[config.mk]
export PLATFORM = sky130hd
export DESIGN_NAME = csv_quoted_field_splitter_unit
export DESIGN_NICKNAME = d
export VERILOG_FILES = /design/src/sv/csvqs_pkg.sv /design/src/sv/csv_quoted_field_splitter_unit.sv /design/src/sv/csvqs_front.sv /design/src/sv/csvqs_queue.sv /design/src/sv/csvqs_back.sv
export SDC_FILE = /design/constraint.sdc
export NUM_CORES = 1
export LEC_CHECK = 0
export BUFFER_PORTS_ARGS = -buffer_cell sky130_fd_sc_hd__buf_2
export CORE_MARGIN = 4
export CORE_UTILIZATION = 60
export CTS_CLUSTER_SIZE = 10
export DETAILED_ROUTE_END_ITERATION = 10
export PLACE_DENSITY = 0.78
export SLEW_MARGIN = 20
export SYNTH_ARGS = -nofsm -noshare
export SYNTH_HDL_FRONTEND = slang
export SYNTH_SLANG_ARGS = --single-unit
[constraint.sdc]
create_clock -name clk -period 4 [get_ports clk]
set_input_delay 0.8 -clock clk [delete_from_list [all_inputs] [get_ports clk]]
set_output_delay 0.8 -clock clk [all_outputs]
set_load 0.02 [all_outputs]
[src/sv/csvqs_pkg.sv]
// Shared types and constants for the CSV quoted field splitter.
package csvqs_pkg;

	localparam int MAX_FIELDS_DEF  = 8;
	localparam int QUEUE_DEPTH_DEF = 4;

	localparam logic [7:0] QUOTE_BYTE = 8'h22;
	localparam logic [7:0] COMMA_BYTE = 8'h2C;

	typedef enum logic [2:0] {
		MODE_START,
		MODE_PLAIN,
		MODE_QUOTED,
		MODE_QSEEN,
		MODE_FULL
	} mode_t;

	typedef enum logic [1:0] {
		RK_DATA = 2'd0,
		RK_FEND = 2'd1,
		RK_LEND = 2'd2
	} rk_t;

	typedef struct packed {
		rk_t        kind;
		logic [7:0] data;
		logic [2:0] field;
		logic [3:0] found;
	} res_t;

	// One queue entry holds every result that a single input beat causes.
	typedef struct packed {
		res_t r0;
		res_t r1;
		logic two;
	} entry_t;

endpackage

[src/sv/csv_quoted_field_splitter_unit.sv]
// Top level of the CSV quoted field splitter.
//
//   Channel  Direction  Handshake              Payload
//   in       sink       in_valid / in_stall    kind, line_byte
//   out      source     out_valid / out_stall  result_kind, out_byte, field_number,
//                                              fields_found, last_of_run
//
// One input beat is taken every cycle while the entry queue has room; its entry, if it
// yields any result, is written at the accepting edge and later moved from the queue
// head into the output register. A beat with two results sends two output beats;
// QUEUE_DEPTH entries absorb the difference. in_stall rises only when the queue is
// full. arst_n clears the parse state, the queue pointers and the output valid at
// once; no clearing pass follows.
module csv_quoted_field_splitter_unit #(
	parameter int MAX_FIELDS  = csvqs_pkg::MAX_FIELDS_DEF,
	parameter int QUEUE_DEPTH = csvqs_pkg::QUEUE_DEPTH_DEF
) (
	input  logic       clk,
	input  logic       arst_n,
	input  logic       in_valid,
	output logic       in_stall,
	input  logic       kind,
	input  logic [7:0] line_byte,
	output logic       out_valid,
	input  logic       out_stall,
	output logic [1:0] result_kind,
	output logic [7:0] out_byte,
	output logic [2:0] field_number,
	output logic [3:0] fields_found,
	output logic       last_of_run
);

	logic              accept, push, pop, empty, full;
	csvqs_pkg::entry_t ent, head;

	assign in_stall = full;
	assign accept   = in_valid && !full;

	csvqs_front #(
		.MAX_FIELDS(MAX_FIELDS)
	) u_front (
		.clk       (clk),
		.arst_n    (arst_n),
		.accept    (accept),
		.kind      (kind),
		.line_byte (line_byte),
		.push      (push),
		.ent       (ent)
	);

	csvqs_queue #(
		.DEPTH(QUEUE_DEPTH)
	) u_queue (
		.clk       (clk),
		.arst_n    (arst_n),
		.push      (push),
		.push_data (ent),
		.pop       (pop),
		.head      (head),
		.empty     (empty),
		.full      (full)
	);

	csvqs_back u_back (
		.clk          (clk),
		.arst_n       (arst_n),
		.head         (head),
		.head_valid   (!empty),
		.pop          (pop),
		.out_valid    (out_valid),
		.out_stall    (out_stall),
		.result_kind  (result_kind),
		.out_byte     (out_byte),
		.field_number (field_number),
		.fields_found (fields_found),
		.last_of_run  (last_of_run)
	);

endmodule

[src/sv/csvqs_front.sv]
// Front end: parse state machine that classifies each input beat into a queue entry.
module csvqs_front #(
	parameter int MAX_FIELDS = csvqs_pkg::MAX_FIELDS_DEF
) (
	input  logic              clk,
	input  logic              arst_n,
	input  logic              accept,
	input  logic              kind,
	input  logic [7:0]        line_byte,
	output logic              push,
	output csvqs_pkg::entry_t ent
);

	localparam int FW = $clog2(MAX_FIELDS + 1);

	csvqs_pkg::mode_t mode_q, mode_d;
	logic [FW-1:0]    field_q, field_d, field_inc;
	logic             close_full;
	logic             is_quote, is_comma, has_res;

	assign field_inc  = field_q + FW'(1);
	assign close_full = (field_inc >= FW'(MAX_FIELDS));
	assign is_quote   = (line_byte == csvqs_pkg::QUOTE_BYTE);
	assign is_comma   = (line_byte == csvqs_pkg::COMMA_BYTE);

	always_comb begin
		mode_d  = mode_q;
		field_d = field_q;
		if (kind) begin
			mode_d  = csvqs_pkg::MODE_START;
			field_d = '0;
		end else begin
			unique case (mode_q)
				csvqs_pkg::MODE_START: begin
					if (is_quote) begin
						mode_d = csvqs_pkg::MODE_QUOTED;
					end else if (is_comma) begin
						field_d = field_inc;
						mode_d  = close_full ? csvqs_pkg::MODE_FULL : csvqs_pkg::MODE_START;
					end else begin
						mode_d = csvqs_pkg::MODE_PLAIN;
					end
				end
				csvqs_pkg::MODE_PLAIN: begin
					if (is_comma) begin
						field_d = field_inc;
						mode_d  = close_full ? csvqs_pkg::MODE_FULL : csvqs_pkg::MODE_START;
					end
				end
				csvqs_pkg::MODE_QUOTED: begin
					if (is_quote) begin
						mode_d = csvqs_pkg::MODE_QSEEN;
					end
				end
				csvqs_pkg::MODE_QSEEN: begin
					if (is_quote) begin
						mode_d = csvqs_pkg::MODE_QUOTED;
					end else begin
						field_d = field_inc;
						if (close_full) begin
							mode_d = csvqs_pkg::MODE_FULL;
						end else if (is_comma) begin
							mode_d = csvqs_pkg::MODE_START;
						end else begin
							mode_d = csvqs_pkg::MODE_PLAIN;
						end
					end
				end
				default: begin
					mode_d = csvqs_pkg::MODE_FULL;
				end
			endcase
		end
	end

	always_comb begin
		ent     = '0;
		has_res = 1'b0;
		if (kind) begin
			has_res = 1'b1;
			if (mode_q != csvqs_pkg::MODE_FULL) begin
				ent.r0.kind  = csvqs_pkg::RK_FEND;
				ent.r0.field = 3'(field_q);
				ent.r1.kind  = csvqs_pkg::RK_LEND;
				ent.r1.found = 4'(field_inc);
				ent.two      = 1'b1;
			end else begin
				ent.r0.kind  = csvqs_pkg::RK_LEND;
				ent.r0.found = 4'(field_q);
			end
		end else begin
			ent.r0.field = 3'(field_q);
			unique case (mode_q)
				csvqs_pkg::MODE_START, csvqs_pkg::MODE_PLAIN: begin
					if (is_comma) begin
						has_res     = 1'b1;
						ent.r0.kind = csvqs_pkg::RK_FEND;
					end else if (!(is_quote && mode_q == csvqs_pkg::MODE_START)) begin
						has_res     = 1'b1;
						ent.r0.kind = csvqs_pkg::RK_DATA;
						ent.r0.data = line_byte;
					end
				end
				csvqs_pkg::MODE_QUOTED: begin
					if (!is_quote) begin
						has_res     = 1'b1;
						ent.r0.kind = csvqs_pkg::RK_DATA;
						ent.r0.data = line_byte;
					end
				end
				csvqs_pkg::MODE_QSEEN: begin
					has_res = 1'b1;
					if (is_quote) begin
						ent.r0.kind = csvqs_pkg::RK_DATA;
						ent.r0.data = csvqs_pkg::QUOTE_BYTE;
					end else begin
						ent.r0.kind = csvqs_pkg::RK_FEND;
						if (!is_comma && !close_full) begin
							ent.two      = 1'b1;
							ent.r1.kind  = csvqs_pkg::RK_DATA;
							ent.r1.data  = line_byte;
							ent.r1.field = 3'(field_inc);
						end
					end
				end
				default: begin
					has_res = 1'b0;
				end
			endcase
		end
	end

	assign push = accept && has_res;

	always_ff @(posedge clk or negedge arst_n) begin
		if (!arst_n) begin
			mode_q  <= csvqs_pkg::MODE_START;
			field_q <= '0;
		end else if (accept) begin
			mode_q  <= mode_d;
			field_q <= field_d;
		end
	end

	a_full_mode_count: assert property (@(posedge clk) disable iff (!arst_n)
		mode_q == csvqs_pkg::MODE_FULL |-> field_q == FW'(MAX_FIELDS))
		else $error("line full mode without a full field count");

	a_field_bound: assert property (@(posedge clk) disable iff (!arst_n)
		field_q <= FW'(MAX_FIELDS))
		else $error("field index beyond the field limit");

endmodule

[src/sv/csvqs_queue.sv]
// Short queue of parsed entries between the front and back ends.
module csvqs_queue #(
	parameter int DEPTH = csvqs_pkg::QUEUE_DEPTH_DEF
) (
	input  logic              clk,
	input  logic              arst_n,
	input  logic              push,
	input  csvqs_pkg::entry_t push_data,
	input  logic              pop,
	output csvqs_pkg::entry_t head,
	output logic              empty,
	output logic              full
);

	localparam int PW = (DEPTH > 1) ? $clog2(DEPTH) : 1;
	localparam int CW = $clog2(DEPTH + 1);

	csvqs_pkg::entry_t mem_q [DEPTH];
	logic [PW-1:0]     wr_ptr_q, rd_ptr_q;
	logic [CW-1:0]     count_q;

	assign empty = (count_q == '0);
	assign full  = (count_q == CW'(DEPTH));
	assign head  = mem_q[rd_ptr_q];

	always_ff @(posedge clk) begin
		if (push) begin
			mem_q[wr_ptr_q] <= push_data;
		end
	end

	always_ff @(posedge clk or negedge arst_n) begin
		if (!arst_n) begin
			wr_ptr_q <= '0;
			rd_ptr_q <= '0;
			count_q  <= '0;
		end else begin
			if (push) begin
				wr_ptr_q <= (wr_ptr_q == PW'(DEPTH - 1)) ? '0 : wr_ptr_q + PW'(1);
			end
			if (pop) begin
				rd_ptr_q <= (rd_ptr_q == PW'(DEPTH - 1)) ? '0 : rd_ptr_q + PW'(1);
			end
			if (push && !pop) begin
				count_q <= count_q + CW'(1);
			end else if (pop && !push) begin
				count_q <= count_q - CW'(1);
			end
		end
	end

	a_no_push_full: assert property (@(posedge clk) disable iff (!arst_n)
		push && !pop |-> !full)
		else $error("entry pushed into a full queue");

endmodule

[src/sv/csvqs_back.sv]
// Back end: unpacks queue entries into single result beats behind an output register.
module csvqs_back (
	input  logic              clk,
	input  logic              arst_n,
	input  csvqs_pkg::entry_t head,
	input  logic              head_valid,
	output logic              pop,
	output logic              out_valid,
	input  logic              out_stall,
	output logic [1:0]        result_kind,
	output logic [7:0]        out_byte,
	output logic [2:0]        field_number,
	output logic [3:0]        fields_found,
	output logic              last_of_run
);

	logic            out_valid_q, phase_q, load, last_d;
	csvqs_pkg::res_t sel;
	csvqs_pkg::res_t res_q;
	logic            last_q;

	assign load   = head_valid && (!out_valid_q || !out_stall);
	assign sel    = phase_q ? head.r1 : head.r0;
	assign last_d = phase_q || !head.two;
	assign pop    = load && last_d;

	always_ff @(posedge clk or negedge arst_n) begin
		if (!arst_n) begin
			out_valid_q <= 1'b0;
			phase_q     <= 1'b0;
		end else begin
			if (load) begin
				out_valid_q <= 1'b1;
				phase_q     <= !last_d;
			end else if (!out_stall) begin
				out_valid_q <= 1'b0;
			end
		end
	end

	always_ff @(posedge clk) begin
		if (load) begin
			res_q  <= sel;
			last_q <= last_d;
		end
	end

	assign out_valid    = out_valid_q;
	assign result_kind  = res_q.kind;
	assign out_byte     = res_q.data;
	assign field_number = res_q.field;
	assign fields_found = res_q.found;
	assign last_of_run  = last_q;

	a_second_half_held: assert property (@(posedge clk) disable iff (!arst_n)
		phase_q |-> head_valid && head.two)
		else $error("second result pending without its queue entry");

	a_line_end_last: assert property (@(posedge clk) disable iff (!arst_n)
		out_valid_q && res_q.kind == csvqs_pkg::RK_LEND |-> last_q)
		else $error("line end not marked as last of its run");

endmodule

==> out/metrics.sh, run 1 <==
HTREE_LEVELS=4
POSTSYNTH.ASYNCRESETSHARE=0.0941
GLOBALROUTEOVERFLOWTOTAL=0
ANTENNA_CELLS=0
FINAL_MAX_SLEW_VIOL_COUNT=0
YS_DOMINANT_REG_CELL='edfxtp_1'
LAYOUT.FILLER_CELLS=702
FMAXACHIEVABLE_MHz=376
SYNTHDOMINANTAREACELLTYPE='edfxtp_1'
SYN-CELL-AREA_UM2=6940
AVGVIACOUNTPERCELL=6.07
WORSTSKEWPAIRLATENCY_NS=0.42
DIE_W_UM=116
START_KIND='input port'
CP_SLOWEST_CELL='or4b_4'
CRIT_CHAIN='buf_2 -> or4b_4 -> nor2_1 -> a21oi_1 -> o21a_1 -> ha_1 -> inv_1 -> fa_1 -> mux2_2'
MULTIINPUTGATEAREA_UM2=1830
NET_COUNT_AFTER_SYNTHESIS=391
SYNTH.YOSYS.SEQ_AREA_SHARE=0.724
VIAS=3470
CLOCK_PATH_BUFFERS=2
SYNTH-WARNING-COUNT=0
SETUP_SLACK_OF_THE_WORST_REGISTER_TO_REGISTER_PATH_NS=1.48
HOLD-WORST-SLACK_NS=0.309
RELSLEWSLACK=0.519
ROOT_BUFFER='clkbuf_16'
POSTSYNTHCELLCOUNT=370
POWER_FRAC_CLOCK=0.275
CLK_TRANSITION_REPORTED_PATHS_NS=0.06
DRT.ANTENNA.VIOLATING_NETS=0
CTS_MADE_BUFFERS=17
DRC=0
TIMING.CRITICAL_PATH.ARRIVAL_NS=2.96
PIN_COUNT_OF_THE_BIGGEST_NET_ENTERING_GLOBAL_ROUTING=37
HOLD_VIOL=0
FF_LATCH_AREA_UM2=5030
WORST_R2R_STARTPOINT='u_queue.count_q[2]'
NET-SWITCHING-POWER_mW=1.66
SWITCHING_SHARE=0.284
POST-ROUTE-MIN-PERIOD_NS=2.66
POWER-PER-CELL-AREA_nW_PER_UM2=743
CPPEAKSTAGEDELAY_NS=0.56
LAYOUTNONFILLERINSTCOUNT=572
FINALCLOCKSKEW_NS=0.0144
POSTCTSHOLDBUFS=0
CAP_VIOL_MAX_COUNT=0
RR_WORST_DEPTH=9
AREA_DELTA_SYNTH_FINAL_PCT=13.6
PLACE_HPWL_MM=7.10
GRT_SETUP_UNREPAIRED='no'
POST-CTS-SETUP-BUFFERS=0
SYNTH_TOP_CELLS_BY_AREA='edfxtp_1, mux4_2, dfrtp_1'
CELLINTERNALPOWER_mW=4.19
WORSTHOLDPATHTYPE='input port to async pin'
SYNTH.TOP_CELLS.BY_COUNT='edfxtp_1, mux4_2, mux2_2, and2_1, dfrtp_1'
ROUTED_WIRE_LENGTH_PER_INSTANCE_UM=21.3
TOTALWIRELENGTH_MM=12.2
MAX-VDD-IR-DROP_mV=0.624
DRT_PRE_ANTENNA_ITERS=4
GP_CONGESTION=0.891
LEAKAGEPOWER_nW=2.75
YOSYS_REGISTER_BITS=170
ROW_COUNT=39
DRTITER0DRC=347
SYNTH_ENABLE_FLOP_CELLS=154
SYNTH.LIB_CELLS_USED.DISTINCT=51
INITIAL_UTILIZATION=0.610
CRITICAL_PATH_REQUIRED_NS=4.30
LAYOUT_WORST_PATH_CYCLE_SHARE=0.664
FIRST_GLOBAL_VIAS=3693
GRT_ANTENNA_BEFORE_REPAIR=0
BUFFER_PORTS.INSERTED=32
GLOBAL_ROUTE_WIRE_LENGTH_BEFORE_REPAIR_MM=19.8
DESIGN.CORE.AREA_UM2=11400
PLACED_CELLS=540
BOUNDARYPINS=33
STATUS='finished clean'
CRIT_PATH_MAX_FANOUT=7
FIN_NETS=437
AREA_OF_THE_DIE_UM2=13300
POWER_FRAC_SEQ=0.449
WORST_PIN_SLEW_NS=0.718
CP-END-KIND='flip-flop'
CRIT-REG2REG-CAPTURE='u_queue.count_q[2]'
CTS_REPAIR_RESIZE_COUNT=0
SETUP_VIOL_COUNT_FINAL=0
LAYOUT.CELL_AREA.NON_FILLER_UM2=7880
TRITONCTS_SINK_COUNT=170
CHIPHEIGHT_UM=116
SYNTHDOMINANTCELLAREASHARE=0.667
GR-USAGE-ALL-LAYERS=0.206
COMBPWRFRAC=0.276
FINALSETUPTNS_NS=0
TRITONCTS='done'
TIMING.SETUP.CRITICAL_PATH_CLASS='input port to flip-flop'
SYN_AVG_CELL_AREA_UM2=18.7
FINAL_LAYOUT_SIZE_SUFFIX_GT1_FRAC=0.324
PLACED_CELL_AREA_UM2=7290
YOSYSMOSTFREQUENTCELL='edfxtp_1'
routing by layer:
layer	vias up	global-route usage	routed length, um
met1	1802	0.274	5180
met5	-	0	0
li1	1555	-	-
met4	0	0.0704	204
met2	95	0.326	6310
met3	18	0.0668	470
power groups by stage:
stage	clock, mW	combinational, mW	sequential (mW)
finish	1.61	1.61	2.63
global route	1.74	1.77	2.66
CTS	1.64	1.65	2.63
detailed placement	0	1.63	2.65
global placement	0	1.60	2.63
floorplan	0	1.09	2.75
cell families after synthesis:
kind of cell,count (synthesis),share of synthesized area
fa+ha+maj,8,0.0155
buf+inv,24,0.0139
compound gates,29,0.0303
xor+xnor,6,0.00758
mux,56,0.146
flops,170,0.724
simple gates,77,0.0626
cell usage in the layout, fill, tap and decap left out, types with 7 or more instances in the layout:
cell type / instances
edfxtp_1: 154
mux4_2: 34
buf_2: 32
mux2_2: 20
and2_1: 17
clkbuf_16: 17
nor2_1: 15
dfrtp_1: 15
nand2_1: 13
inv_1: 10
buf_4: 9
ha_1: 7
stage by stage:
stage / power [mW] / setup slack, ns / utilization
after floorplan: 3.84 / 0.768 / -
after global placement: 4.23 / 0.965 / 0.641
after detailed placement: 4.28 / 0.920 / 0.641
after CTS: 5.91 / 1.37 / 0.693
after global routing: 6.17 / 1.22 / 0.693
final: 5.85 / 1.34 / 0.693
sequential cells by signal (all words and copies together), names as in the netlist:
| register | cells |
|---|---|
| u_back.field_number | 3 |
| u_back.fields_found | 4 |
| u_back.last_of_run | 1 |
| u_back.out_byte | 8 |
| u_back.out_valid | 1 |
| u_back.phase_q | 1 |
| u_back.result_kind | 2 |
| u_front.field_q | 4 |
| u_front.mode_q | 3 |
| u_queue.count_q | 3 |
| u_queue.mem_q | 136 |
| u_queue.rd_ptr_q | 2 |
| u_queue.wr_ptr_q | 2 |
area by class of cell:
type / instances / share of cell area
clock buffers: 20 / 0.0554
clock inverters: 12 / 0.0189
inverters: 10 / 0.00476
multi-input cells: 176 / 0.232
flip-flops and latches: 170 / 0.638
well taps: 143 / 0.0227
repair buffers: 41 / 0.0289
worst max-delay path: cells and delay by family:
family | cells | cell delay (ns)
simple gates | 2 | 0.70
fa+ha+maj | 2 | 0.64
mux | 1 | 0.27
compound gates | 2 | 0.33
buf+inv | 2 | 0.21
worst max-delay path by stage:
| stage | from | end | slack [ns] | cells after the start |
|---|---|---|---|---|
| global placement | line_byte[4] | u_queue.count_q[1] | 0.97 | 9 |
| CTS | line_byte[4] | u_queue.count_q[1] | 1.37 | 9 |
| finish | line_byte[4] | u_queue.count_q[1] | 1.34 | 9 |
| global route | line_byte[4] | u_queue.count_q[1] | 1.22 | 9 |
| floorplan | out_stall | u_queue.count_q[1] | 0.77 | 6 |
| detailed placement | line_byte[4] | u_queue.count_q[1] | 0.92 | 9 |
No activity file was read; power rests on OpenSTA's default activity.
==> run 2: changes to the inputs <==
- ABC_AREA: unset -> 1
- clock period: 4 -> 2.55 ns (I/O delays scaled with it)
==> run 2 against run 1 <==
Compared with the run above: largest power group unchanged; highest routed layer unchanged; global-route usage up 2.9 points; critical path depth up 2; combinational power is 99% higher; critical endpoint unchanged.
==> out/metrics.sh, run 2 <==
STATUS='finished clean'
POST-CTS-SETUP-BUFFERS=0  # unchanged
ROW_COUNT=39  # unchanged
WORST_PIN_SLEW_NS=0.912  # +0.193 ns
YOSYSMOSTFREQUENTCELL='edfxtp_1'
AREA_OF_THE_DIE_UM2=13800  # +3.4%
DRT.ANTENNA.VIOLATING_NETS=0  # unchanged
LARGEST_REG_FLOPS=136  # unchanged
DRTITER0DRC=645  # +86%
TIMING.CRITICAL_PATH.ARRIVAL_NS=2.74  # -0.22 ns
FMAXACHIEVABLE_MHz=410
GP_CONGESTION=0.869  # -2.5%
LEAKAGEPOWER_nW=3.24  # +18%
BUFFER_PORTS.INSERTED=32  # unchanged
YOSYS_REGISTER_BITS=170  # unchanged
HOLD_DEPTH=3
POSTSYNTH.ASYNCRESETSHARE=0.0941  # unchanged
SYNTH.TOP_CELLS.BY_COUNT='edfxtp_1, nand2_1, nor2_1, o21ai_0, inv_1'
ROUTED_WIRE_LENGTH_PER_INSTANCE_UM=19.5  # -8.4%
SYNTHDOMINANTAREACELLTYPE='edfxtp_1'
SYNTHDOMINANTCELLAREASHARE=0.643  # -0.0232
SYNTH.LIB_CELLS_USED.DISTINCT=34  # -33%
TIMING.SETUP.CRITICAL_PATH_CLASS='flip-flop to flip-flop'
GLOBAL_ROUTE_WIRE_LENGTH_BEFORE_REPAIR_MM=25.2  # +27%
START_KIND='flip-flop'
RR_WORST_DEPTH=11  # +2
HOLDPATHEND='u_back.out_valid'
CLK_TRANSITION_REPORTED_PATHS_NS=0.06  # about the same
TRITONCTS_SINK_COUNT=170  # unchanged
PLACED_CELL_AREA_UM2=7680  # +5.4%
GLOBALROUTEOVERFLOWTOTAL=0  # unchanged
POWER.TOTAL_mW=9.98  # +71%
FINAL_UTIL=0.722  # +0.0291
LAYOUT_WORST_PATH_CYCLE_SHARE=0.956
PIN_COUNT_OF_THE_BIGGEST_NET_ENTERING_GLOBAL_ROUTING=68  # +84%
PLACE_WORST_SETUP_SLACK_NS=0.0206  # -0.900 ns
CAP_VIOL_MAX_COUNT=0  # unchanged
FIN_NETS=693  # +59%
BOUNDARYPINS=33  # unchanged
CTS_MADE_BUFFERS=17  # unchanged
SYN-CELL-AREA_UM2=7190  # +3.6%
LARGEST_REGISTER='u_queue.mem_q'
PLACE_HPWL_MM=9.34  # +31%
MOSTFREQUENTLAYOUTCELL='edfxtp_1'
CP-END-KIND='flip-flop'
CP_SLOWEST_CELL='dfrtp_1'
CRIT-REG2REG-CAPTURE='u_queue.count_q[1]'
POWER-PER-CELL-AREA_nW_PER_UM2=1190  # +61%
ANTENNA_CELLS=0  # unchanged
SETUP_SLACK_OF_THE_WORST_REGISTER_TO_REGISTER_PATH_NS=0.11  # -1.37 ns
SYNTH_ENABLE_FLOP_CELLS=154  # unchanged
VIAS=4960  # +43%
CLOCK_PATH_BUFFERS=2  # unchanged
HOLD_VIOL=0  # unchanged
HOLD-WORST-SLACK_NS=0.337  # +0.0279 ns
GR-USAGE-ALL-LAYERS=0.234  # +0.0287
MOST-COMMON-LAYOUT-CELLS='edfxtp_1, nand2_1, nor2_1'
POST-ROUTE-WORST-SETUP-SLACK_NS=0.112  # -1.23 ns
LAYOUTNONFILLERINSTCOUNT=828  # +45%
FINALCLOCKSKEW_NS=0.00509  # -0.00927 ns
GRT_ANTENNA_BEFORE_REPAIR=0  # unchanged
SYN_AVG_CELL_AREA_UM2=11.8  # -37%
SYNTH.YOSYS.SEQ_AREA_SHARE=0.699  # -0.0252
CPPEAKSTAGEDELAY_NS=0.47  # -0.09 ns
POSTSYNTHCELLCOUNT=609  # +65%
AVGVIACOUNTPERCELL=5.99  # -1.3%
MAX-VDD-IR-DROP_mV=0.676  # +8.4%
PLACED_CELLS=793  # +47%
ROOT_BUFFER='clkbuf_16'
TOTALWIRELENGTH_MM=16.1  # +33%
DESIGN.CORE.AREA_UM2=11600  # +1.7%
CRITICAL_PATH_REQUIRED_NS=2.85  # -1.45 ns
WORST_R2R_STARTPOINT='u_front.mode_q[1]'
SETUP_VIOL_COUNT_FINAL=0  # unchanged
RELSLEWSLACK=0.391  # -0.128
POST-ROUTE-MIN-PERIOD_NS=2.44
DRT_PRE_ANTENNA_ITERS=6  # +2
YS_DOMINANT_REG_CELL='edfxtp_1'
LAYOUT.CELL_AREA.NON_FILLER_UM2=8350  # +6.0%
DRC=0  # unchanged
CRIT_PATH_MAX_FANOUT=6  # -1
FIRST_GLOBAL_VIAS=4940  # +34%
CRIT_CHAIN='nor3_2 -> buf_4 -> nand3_2 -> nand2_1 -> nand3_2 -> nand2_4 -> inv_1 -> ha_1 -> inv_1 -> fa_1 -> mux2_2'
SYNTH_TOP_CELLS_BY_AREA='edfxtp_1, dfrtp_1, o21ai_0'
SYNTH-WARNING-COUNT=0  # unchanged
FINAL_MAX_SLEW_VIOL_COUNT=0  # unchanged
FINALSETUPTNS_NS=0  # unchanged
INITIAL_UTILIZATION=0.621  # +0.0113
WORSTHOLDPATHTYPE='input port to flip-flop'
CHIPHEIGHT_UM=117  # +1.7%
TIMING.HOLD.WORST.START='out_stall'
FINAL_LAYOUT_SIZE_SUFFIX_GT1_FRAC=0.204  # -0.120
NET_COUNT_AFTER_SYNTHESIS=630  # +61%
HTREE_LEVELS=4  # unchanged
WORSTSKEWPAIRLATENCY_NS=0.42  # about the same
TRITONCTS='done'
DIE_W_UM=117  # +1.7%
AREA_DELTA_SYNTH_FINAL_PCT=16.2
-- run 2: changes by cell type after synthesis, sizes merged, moves of 29 or more --
| cell | delta |
|---|---|
| nor2 | +89 |
| nand2 | +87 |
| o21ai | +70 |
| mux4 | -34 |
| inv | +31 |
| o22ai | +29 |
-- run 2: logic make-up after synthesis --
family,Yosys count,share of synthesized area
buffers and inverters,70,0.0411
muxes,1,0.00157
and+or+nand+nor,244,0.153
xor gates and xnor gates,3,0.00366
DFF,170,0.699
adders and majority gates,8,0.0150
AOI/OAI and AO/OA,113,0.0867
-- run 2: repair_timing --
item,CTS,global route
gates resized for setup,0,2
hold endpoints to repair,12,0
hold buffers,1,0
endpoints found under the setup margin,0,4
-- run 2: where the power goes --
| group | switching [mW] | internal [mW] | total (mW) |
|---|---|---|---|
| clock network | 0.970 | 1.71 | 2.68 |
| registers | 0.230 | 3.87 | 4.10 |
| logic | 2.23 | 0.977 | 3.21 |
-- run 2: final cells by class --
cell class | count | area [um^2]
Sequential cell | 170 | 5030
Fill cell | 705 | 3210
Multi-Input combinational cell | 370 | 1900
Clock buffer | 23 | 478
Timing Repair Buffer | 69 | 460
Tap cell | 143 | 179
Inverter | 44 | 165
Clock inverter | 9 | 144
-- run 2: routing by layer --
metal | global-route usage | up-vias | share of wire
met1 | 0.295 | 2349 | 0.39
li1 | - | 2265 | -
met2 | 0.390 | 289 | 0.50
met3 | 0.0534 | 57 | 0.083
met5 | 0 | - | 0
met4 | 0.108 | 0 | 0.032
-- run 2: how the worst max path moves through the flow --
| stage | start | end | slack (ns) | depth (start not counted) |
|---|---|---|---|---|
| after CTS | u_front.mode_q[2] | u_queue.mem_q[0][24] | 0.08 | 8 |
| after floorplan | u_front.mode_q[1] | u_queue.mem_q[0][0] | -0.41 | 7 |
| after global placement | line_byte[6] | u_queue.mem_q[0][7] | 0.08 | 10 |
| final | u_front.mode_q[1] | u_queue.count_q[1] | 0.11 | 11 |
| after global routing | u_front.mode_q[1] | u_queue.count_q[1] | -0.009 | 11 |
| after detailed placement | line_byte[2] | u_queue.count_q[1] | 0.02 | 13 |
-- run 2: worst max-delay path, delay by kind of cell (launching register included) --
kind / cells / cell delay [ns]
flip-flops: 1 / 0.47
buffers and inverters: 3 / 0.32
AND/OR/NAND/NOR: 5 / 0.67
adder cells (fa/ha/maj): 2 / 0.58
multiplexers: 1 / 0.27
